File: src/deq_pkg.sv
// shared types, constants and helpers for the double-ended queue
// depends on nothing; used by the interfaces, the cell, the chain and the top level

package deq_pkg;

   localparam int DEPTH = 16;
   localparam int IDX_W = (DEPTH > 1) ? $clog2(DEPTH) : 1;
   localparam int CNT_W = $clog2(DEPTH + 1);

   localparam int REQ_TYPE_W    = 2;
   localparam int VALUE_W       = 32;
   localparam int STATUS_W      = 2;
   localparam int ENTRY_COUNT_W = 5;

   typedef logic signed [VALUE_W-1:0] value_type;
   typedef logic [CNT_W-1:0]          count_type;
   typedef logic [IDX_W-1:0]          index_type;

   typedef enum logic [REQ_TYPE_W-1:0] {
      REQ_PUSH_FRONT = 2'd0,
      REQ_PUSH_BACK  = 2'd1,
      REQ_POP_FRONT  = 2'd2,
      REQ_POP_BACK   = 2'd3
   } req_code_type;

   typedef enum logic [STATUS_W-1:0] {
      STATUS_DONE  = 2'd0,
      STATUS_EMPTY = 2'd1,
      STATUS_FULL  = 2'd2
   } status_type;

   // per-cell controls, driven by the chain each cycle
   typedef struct packed {
      logic load;         // take the pushed value (push at back)
      logic shift_right;  // take left neighbor (push at front)
      logic shift_left;   // take right neighbor (pop at front)
   } cell_ctl_type;

   typedef struct packed {
      status_type                 status;
      value_type                  pop_value;
      logic [ENTRY_COUNT_W-1:0]   entry_count;
   } rsp_fields_type;

   // count masked to the width of the result field
   function automatic logic [ENTRY_COUNT_W-1:0] count_field(input count_type cnt);
      logic [CNT_W+ENTRY_COUNT_W-1:0] wide;
      wide = {{ENTRY_COUNT_W{1'b0}}, cnt};
      return wide[ENTRY_COUNT_W-1:0];
   endfunction

endpackage

File: src/deq_req_if.sv
// request channel: valid/ready handshake carrying one queue operation
// depends on deq_pkg

interface deq_req_if;
   logic                              valid;
   logic                              ready;
   logic [deq_pkg::REQ_TYPE_W-1:0]    req_type;
   logic signed [deq_pkg::VALUE_W-1:0] push_value;

   modport source (output valid, output req_type, output push_value, input ready);
   modport sink   (input valid, input req_type, input push_value, output ready);
endinterface

File: src/deq_rsp_if.sv
// response channel: valid/ready handshake carrying one operation result
// depends on deq_pkg

interface deq_rsp_if;
   logic                                 valid;
   logic                                 ready;
   logic [deq_pkg::STATUS_W-1:0]         status;
   logic signed [deq_pkg::VALUE_W-1:0]   pop_value;
   logic [deq_pkg::ENTRY_COUNT_W-1:0]    entry_count;

   modport source (output valid, output status, output pop_value, output entry_count,
                   input ready);
   modport sink   (input valid, input status, input pop_value, input entry_count,
                   output ready);
endinterface

File: src/deq_cell.sv
// one storage cell of the chain: holds one entry, loads push value or a neighbor
// depends on deq_pkg

module deq_cell (
   input  logic                   clock,
   input  deq_pkg::cell_ctl_type  ctl,
   input  deq_pkg::value_type     from_left,
   input  deq_pkg::value_type     from_right,
   input  deq_pkg::value_type     push_value,
   output deq_pkg::value_type     data_q
);

   deq_pkg::value_type data_ff;
   deq_pkg::value_type data_in;

   always_comb begin
      data_in = data_ff;
      priority if (ctl.load) begin
         data_in = push_value;
      end else if (ctl.shift_right) begin
         data_in = from_left;
      end else if (ctl.shift_left) begin
         data_in = from_right;
      end else begin
         data_in = data_ff;
      end
   end

   always_ff @(posedge clock) begin
      data_ff <= data_in;
   end

   assign data_q = data_ff;

endmodule

File: src/deq_chain.sv
// row of deq_cell entries with the fill count; front entry sits in cell 0
// depends on deq_pkg and deq_cell

module deq_chain (
   input  logic                     clock,
   input  logic                     reset,
   input  logic                     op_valid,
   input  deq_pkg::req_code_type    req_code,
   input  deq_pkg::value_type       push_value,
   output deq_pkg::rsp_fields_type  result
);

   deq_pkg::count_type   count_ff;
   deq_pkg::count_type   count_in;
   deq_pkg::count_type   count_dec;
   deq_pkg::index_type   back_idx;
   deq_pkg::value_type   cell_q [deq_pkg::DEPTH];
   deq_pkg::cell_ctl_type cell_ctl [deq_pkg::DEPTH];
   deq_pkg::status_type  status;
   deq_pkg::value_type   pop_value;
   logic                 full;
   logic                 empty;
   logic                 push_front_go;
   logic                 push_back_go;
   logic                 pop_front_go;

   assign full      = (count_ff == deq_pkg::CNT_W'(deq_pkg::DEPTH));
   assign empty     = (count_ff == '0);
   assign count_dec = count_ff - deq_pkg::CNT_W'(1);
   assign back_idx  = count_dec[deq_pkg::IDX_W-1:0];

   always_comb begin
      status    = deq_pkg::STATUS_DONE;
      pop_value = '0;
      count_in  = count_ff;
      unique case (req_code)
         deq_pkg::REQ_PUSH_FRONT, deq_pkg::REQ_PUSH_BACK: begin
            if (full) begin
               status = deq_pkg::STATUS_FULL;
            end else begin
               count_in = count_ff + deq_pkg::CNT_W'(1);
            end
         end
         deq_pkg::REQ_POP_FRONT: begin
            if (empty) begin
               status = deq_pkg::STATUS_EMPTY;
            end else begin
               pop_value = cell_q[0];
               count_in  = count_dec;
            end
         end
         deq_pkg::REQ_POP_BACK: begin
            if (empty) begin
               status = deq_pkg::STATUS_EMPTY;
            end else begin
               pop_value = cell_q[back_idx];
               count_in  = count_dec;
            end
         end
         default: begin
            status = deq_pkg::STATUS_DONE;
         end
      endcase
   end

   assign push_front_go = op_valid && !full && (req_code == deq_pkg::REQ_PUSH_FRONT);
   assign push_back_go  = op_valid && !full && (req_code == deq_pkg::REQ_PUSH_BACK);
   assign pop_front_go  = op_valid && !empty && (req_code == deq_pkg::REQ_POP_FRONT);

   for (genvar i = 0; i < deq_pkg::DEPTH; i++) begin : g_cell
      deq_pkg::value_type left_data;
      deq_pkg::value_type right_data;

      if (i == 0) begin : g_first
         assign left_data = push_value;
      end else begin : g_inner_l
         assign left_data = cell_q[i-1];
      end

      if (i == deq_pkg::DEPTH - 1) begin : g_last
         assign right_data = '0;
      end else begin : g_inner_r
         assign right_data = cell_q[i+1];
      end

      // back push lands at the first free cell, which is the count itself
      assign cell_ctl[i].load = push_back_go &&
         (count_ff[deq_pkg::IDX_W-1:0] == deq_pkg::IDX_W'(i));
      assign cell_ctl[i].shift_right = push_front_go;
      assign cell_ctl[i].shift_left  = pop_front_go;

      deq_cell u_cell (
         .clock      (clock),
         .ctl        (cell_ctl[i]),
         .from_left  (left_data),
         .from_right (right_data),
         .push_value (push_value),
         .data_q     (cell_q[i])
      );
   end

   always_ff @(posedge clock) begin
      if (reset) begin
         count_ff <= '0;
      end else if (op_valid) begin
         count_ff <= count_in;
      end
   end

   assign result.status      = status;
   assign result.pop_value   = pop_value;
   assign result.entry_count = deq_pkg::count_field(count_in);

`ifndef SYNTHESIS
   a_count_bound: assert property (@(posedge clock) disable iff (reset)
      count_ff <= deq_pkg::CNT_W'(deq_pkg::DEPTH))
      else $error("fill count above depth");

   a_push_grows: assert property (@(posedge clock) disable iff (reset)
      (op_valid && !full && (req_code == deq_pkg::REQ_PUSH_FRONT ||
                             req_code == deq_pkg::REQ_PUSH_BACK))
      |=> (count_ff == $past(count_ff) + deq_pkg::CNT_W'(1)))
      else $error("accepted push did not grow the queue");

   a_refused_holds: assert property (@(posedge clock) disable iff (reset)
      (op_valid && status != deq_pkg::STATUS_DONE) |=> $stable(count_ff))
      else $error("refused transaction changed the fill count");

   a_front_lifo: assert property (@(posedge clock) disable iff (reset)
      (op_valid && !full && req_code == deq_pkg::REQ_PUSH_FRONT) ##1
      (op_valid && req_code == deq_pkg::REQ_POP_FRONT)
      |-> (result.pop_value == $past(push_value)))
      else $error("pop front did not return the value just pushed at front");
`endif

endmodule

File: src/double_ended_queue_top.sv
// top level of the double-ended queue: request/response handshake and result register
// depends on deq_pkg, deq_req_if, deq_rsp_if and deq_chain

// Bounded double-ended queue of DEPTH (16) signed 32-bit entries. Each request
// transaction pushes at the front, pushes at the back, pops the front or pops the
// back, and yields exactly one response transaction with a status (done, empty on
// a pop, full on a push), the popped value (zero unless a pop succeeded) and the
// number of entries held afterwards. Entries live in a chain of cells with the
// front always in the first cell: a front push shifts the whole chain one cell
// back, a front pop shifts it one cell forward, a back push loads the cell at
// the fill count and a back pop reads the cell just below it. The block takes one
// request per cycle, limited only by how fast the response side takes results;
// the response appears in the result register in the cycle after the request is
// taken, and a new request is taken whenever that register is empty or being
// drained in the same cycle. No clearing pass is needed after reset; entry
// contents are only read once pushed.

module double_ended_queue_top (
   input  logic       clock,
   input  logic       reset,
   deq_req_if.sink    req_chan,
   deq_rsp_if.source  rsp_chan
);

   logic                    req_accept;
   deq_pkg::rsp_fields_type chain_result;

   // result register
   logic                    rsp_valid_ff;
   logic                    rsp_valid_in;
   deq_pkg::rsp_fields_type rsp_data_ff;

   // take a new transaction when the result slot is free or draining now
   assign req_chan.ready = !reset && (!rsp_valid_ff || rsp_chan.ready);
   assign req_accept     = req_chan.valid && req_chan.ready;

   deq_chain u_chain (
      .clock      (clock),
      .reset      (reset),
      .op_valid   (req_accept),
      .req_code   (deq_pkg::req_code_type'(req_chan.req_type)),
      .push_value (req_chan.push_value),
      .result     (chain_result)
   );

   always_comb begin
      rsp_valid_in = rsp_valid_ff;
      priority if (req_accept) begin
         rsp_valid_in = 1'b1;
      end else if (rsp_chan.ready) begin
         rsp_valid_in = 1'b0;
      end else begin
         rsp_valid_in = rsp_valid_ff;
      end
   end

   always_ff @(posedge clock) begin
      if (reset) begin
         rsp_valid_ff <= 1'b0;
      end else begin
         rsp_valid_ff <= rsp_valid_in;
      end
   end

   // payload needs no reset, it is qualified by the valid flag
   always_ff @(posedge clock) begin
      if (req_accept) begin
         rsp_data_ff <= chain_result;
      end
   end

   assign rsp_chan.valid       = rsp_valid_ff;
   assign rsp_chan.status      = rsp_data_ff.status;
   assign rsp_chan.pop_value   = rsp_data_ff.pop_value;
   assign rsp_chan.entry_count = rsp_data_ff.entry_count;

endmodule
File: src/flat_wrapper.sv
// flat-port wrapper written by rule: the top's interface ports become plain ports
module double_ended_queue_top_flat 
  (clock, reset, req_chan_valid, req_chan_req_type, req_chan_push_value, req_chan_ready, rsp_chan_valid, rsp_chan_status, rsp_chan_pop_value, rsp_chan_entry_count, rsp_chan_ready);
  deq_req_if req_chan_i ();
  deq_rsp_if rsp_chan_i ();
  input  logic clock;
  input  logic reset;
  input wire logic [$bits(req_chan_i.valid)-1:0] req_chan_valid;
  input wire logic [$bits(req_chan_i.req_type)-1:0] req_chan_req_type;
  input wire logic [$bits(req_chan_i.push_value)-1:0] req_chan_push_value;
  output wire logic [$bits(req_chan_i.ready)-1:0] req_chan_ready;
  output wire logic [$bits(rsp_chan_i.valid)-1:0] rsp_chan_valid;
  output wire logic [$bits(rsp_chan_i.status)-1:0] rsp_chan_status;
  output wire logic [$bits(rsp_chan_i.pop_value)-1:0] rsp_chan_pop_value;
  output wire logic [$bits(rsp_chan_i.entry_count)-1:0] rsp_chan_entry_count;
  input wire logic [$bits(rsp_chan_i.ready)-1:0] rsp_chan_ready;
  assign req_chan_i.valid = req_chan_valid;
  assign req_chan_i.req_type = req_chan_req_type;
  assign req_chan_i.push_value = req_chan_push_value;
  assign req_chan_ready = req_chan_i.ready;
  assign rsp_chan_valid = rsp_chan_i.valid;
  assign rsp_chan_status = rsp_chan_i.status;
  assign rsp_chan_pop_value = rsp_chan_i.pop_value;
  assign rsp_chan_entry_count = rsp_chan_i.entry_count;
  assign rsp_chan_i.ready = rsp_chan_ready;
  double_ended_queue_top u_core (.clock(clock), .reset(reset), .req_chan(req_chan_i), .rsp_chan(rsp_chan_i));
endmodule
File: config.mk
export PLATFORM = sky130hd
export DESIGN_NAME = double_ended_queue_top_flat
export DESIGN_NICKNAME = d
export VERILOG_FILES = /design/src/deq_pkg.sv /design/src/deq_req_if.sv /design/src/deq_rsp_if.sv /design/src/deq_cell.sv /design/src/deq_chain.sv /design/src/double_ended_queue_top.sv /design/src/flat_wrapper.sv
export SDC_FILE = /design/constraint.sdc
export NUM_CORES = 1
export LEC_CHECK = 0
export BUFFER_PORTS_ARGS = -buffer_cell sky130_fd_sc_hd__buf_2
export CORE_MARGIN = 1.5
export CORE_UTILIZATION = 35
export CTS_CLUSTER_SIZE = 16
export DETAILED_ROUTE_END_ITERATION = 8
export REMOVE_ABC_BUFFERS = 1
export SLEW_MARGIN = 25
export SYNTH_ARGS = -nofsm -noshare
export SYNTH_HDL_FRONTEND = slang
export SYNTH_SLANG_ARGS = --single-unit
File: constraint.sdc
create_clock -name clock -period 8.5 [get_ports clock]
set_clock_uncertainty 0.2 [all_clocks]
set_input_delay 0.85 -clock clock [delete_from_list [all_inputs] [get_ports clock]]
set_output_delay 0.85 -clock clock [all_outputs]
set_load 0.1 [all_outputs]
==> impl_metrics.tcl <==
set metrics [dict create \
    regArea_um2 16670 \
    post-route-min-period_ns 4.854 \
    die_h_um 302.2 \
    synth.distinct_cells 45 \
    dp_hpwl_um 56340 \
    hold_buffers 0 \
    drt-total-wl_um 100300 \
    cts.sinks 557 \
    start_kind "flip-flop" \
    clock_latency_ns 0.65 \
    power_mw 7.549 \
    drtPass1Iterations 8 \
    rsz0062_at_grt "false" \
    violations "DRC" \
    cts-htree-levels 2 \
    vias 24590 \
    cts_made_buffers 61 \
    drt_iter0_markers 3154 \
    whs_endpoint "u_core.rsp_chan.valid" \
    mostFrequentLayoutCell "nand2_1" \
    synth_edf_count 551 \
    final_max_slew_viol_count 0 \
    grt_max_degree 220 \
    overflow 0 \
    die_area_um2 91330 \
    die_w_um 302.2 \
    core_um2 88510 \
    initial_core_util_pct 35.40 \
    place.gp.congestion 0.8132 \
    slew_headroom_pct 22.30 \
    drc 6 \
    path_clk_slew_ns 0.06 \
    maxCapViolCount 0 \
    grt_pass1_vias 23390 \
    setup_viol 0 \
    fin_nets 3012 \
    crit_type "flip-flop to flip-flop" \
    finalHoldViolations 0 \
    vdd_drop_max_mv 0.1576 \
    period_share_pct 57.11 \
    yosysWarnings 0 \
    p_leak_nw 12.54 \
    drive_above_1_share_pct 13.59 \
    numPortBuffers 78 \
    status "finished, violations left" \
    pin_count 79 \
    synthCells 3114 \
    synth_top_area_cell "edfxtp_1" \
    cts_setup_buffers 0 \
    cts_buffer_depth 3 \
    hold_depth 3 \
    row_count 109 \
    multi_input_area_um2 13460 \
    num-fill-cells 8473 \
    hold_class "input pin to flip-flop" \
    avgViaCountPerCell 5.877 \
    grt_pass1_wl_um 151400 \
    r2r_cells 8 \
    groute.usage.overall_pct 21.61 \
    p_per_area_nw_per_um2 220.0 \
    cts_resized 0 \
    r2r_setup_slack_ns 3.65 \
    required_ns 8.70 \
    crit_fanout 49 \
    timing.rr.start "u_core.u_chain.count_ff[0]" \
    critPathArrivalTime_ns 5.06 \
    worst_pin_slew_ns 1.166 \
    syn_avg_cell_area_um2 10.06 \
    synthTopCellsByArea "edfxtp_1, nand2_1, mux4_2, a31oi_1, nor2_1" \
    syn_area_um2 31330 \
    async_flop_share_pct 0 \
    antenna_left 0 \
    finalSetupTns_ns 0 \
    timing.rr.end "u_core.rsp_chan.pop_value[14]" \
    grt_antenna_before_repair 2 \
    cts_tree "yes" \
    cts_root_buf "clkbuf_16" \
    min_from "req_chan_valid" \
    fmax_ghz 0.2060 \
    synth-main-ff-cell "edfxtp_1" \
    synth_seq_area_share_pct 53.19 \
    avgRoutedWirePerCell_um 23.98 \
    ys_ff_latch 557 \
    synthToLayoutAreaGrowth_pct 9.532 \
    yosysTopAreaCellShare_pct 52.81 \
    end_kind "flip-flop" \
    most-common-layout-cells "nand2_1, edfxtp_1, nor2_1" \
]
cell type report:
type | instances | area share (%)
clock buffers | 74 | 4.590
repair buffers | 116 | 2.089
diodes | 1 | 0.007291
flip-flops and latches | 557 | 48.57
multi-input cells | 2228 | 39.23
well taps | 1165 | 4.247
clock inverters | 38 | 1.199
inverters | 5 | 0.06562
power by group:
part / switching, mW / internal [mW]
clock: 1.18 / 1.56
sequential: 0.101 / 3.16
combinational: 0.927 / 0.626
logic make-up (layout without fill, tap and decap cells):
| kind of cell | after synthesis | in the layout | synth area share, % |
|---|---|---|---|
| xor+xnor | 4 | 4 | 0.1118 |
| flops | 557 | 557 | 53.19 |
| other cells | 0 | 1 | 0 |
| mux | 226 | 226 | 12.47 |
| buf+inv | 329 | 233 | 4.844 |
| simple gates | 1430 | 1430 | 17.48 |
| fa+ha+maj | 5 | 5 | 0.1997 |
| compound gates | 563 | 563 | 11.71 |
registers in the layout (all words and copies together) (netlist names):
name                                 flops
u_core.u_chain.count_ff                  5
u_core.rsp_chan.valid                    1
u_core.rsp_chan.pop_value               32
u_core.rsp_chan.status                   2
u_core.u_chain.g_cell.u_cell.data_q    512
u_core.rsp_chan.entry_count              5
stage by stage:
stage          cells  hold WS [ns]  setup WS (ns)  utilization [%]  instance area, um^2
6_report        4184        0.2697          3.646            38.78                34320
5_1_grt         4183        0.2665          3.451            38.77                34320
4_1_cts         4183        0.2386          3.653            38.74                34290
3_5_place_dp    4071        0.3623          3.455            36.50                32300
3_3_place_gp    4070        0.3623          3.503            36.44                32250
2_1_floorplan   2790        0.3387         -21.49                -                29830
worst max-delay path: stages (launching register included):
cell and delay (ns):
dfxtp_4 0.73, clkinv_2 0.13, buf_4 0.45, ha_4 0.87
buf_4 0.84, mux4_2 0.61, mux2i_1 0.35, o22ai_1 0.13
a21o_1 0.18
routing by layer:
| metal | GRT usage, % | vias to the layer above | part of all wire [%] |
|---|---|---|---|
| met5 | 0 | - | 0.018 |
| met4 | 7.095 | 4 | 2.9 |
| met3 | 3.038 | 166 | 8.0 |
| met2 | 34.46 | 1259 | 47 |
| met1 | 30.28 | 12160 | 42 |
| li1 | - | 11000 | - |
synth_stat cells (2+ instances only):
library cell / n
mux4_2: 128
buf_2: 70
dfxtp_1: 6
a21oi_1: 3
nand3_1: 19
buf_4: 18
a31oi_1: 450
a21o_1: 33
xnor2_1: 3
mux2i_1: 64
edfxtp_1: 551
nand4_1: 3
nand2b_1: 5
and3_1: 8
o22ai_1: 33
buf_6: 17
nor2b_1: 5
inv_1: 4
nor3_1: 5
ha_1: 5
nor2_1: 461
a22o_1: 33
buf_1: 46
mux2_2: 34
nand2_1: 917
o21a_1: 2
clkbuf_1: 173
how the worst max path moves through the flow:
stage / from / to / cells after the start
detailed placement: reset / u_core.u_chain.g_cell[5].u_cell.data_q[7] / 8
global route: u_core.u_chain.count_ff[0] / u_core.rsp_chan.pop_value[14] / 8
CTS: u_core.u_chain.count_ff[0] / u_core.rsp_chan.pop_value[14] / 8
floorplan: u_core.u_chain.count_ff[0] / u_core.u_chain.g_cell[15].u_cell.data_q[0] / 6
global placement: rsp_chan_ready / u_core.u_chain.g_cell[5].u_cell.data_q[7] / 8
finish: u_core.u_chain.count_ff[0] / u_core.rsp_chan.pop_value[14] / 8
No activity file was read; power rests on OpenSTA's default activity.
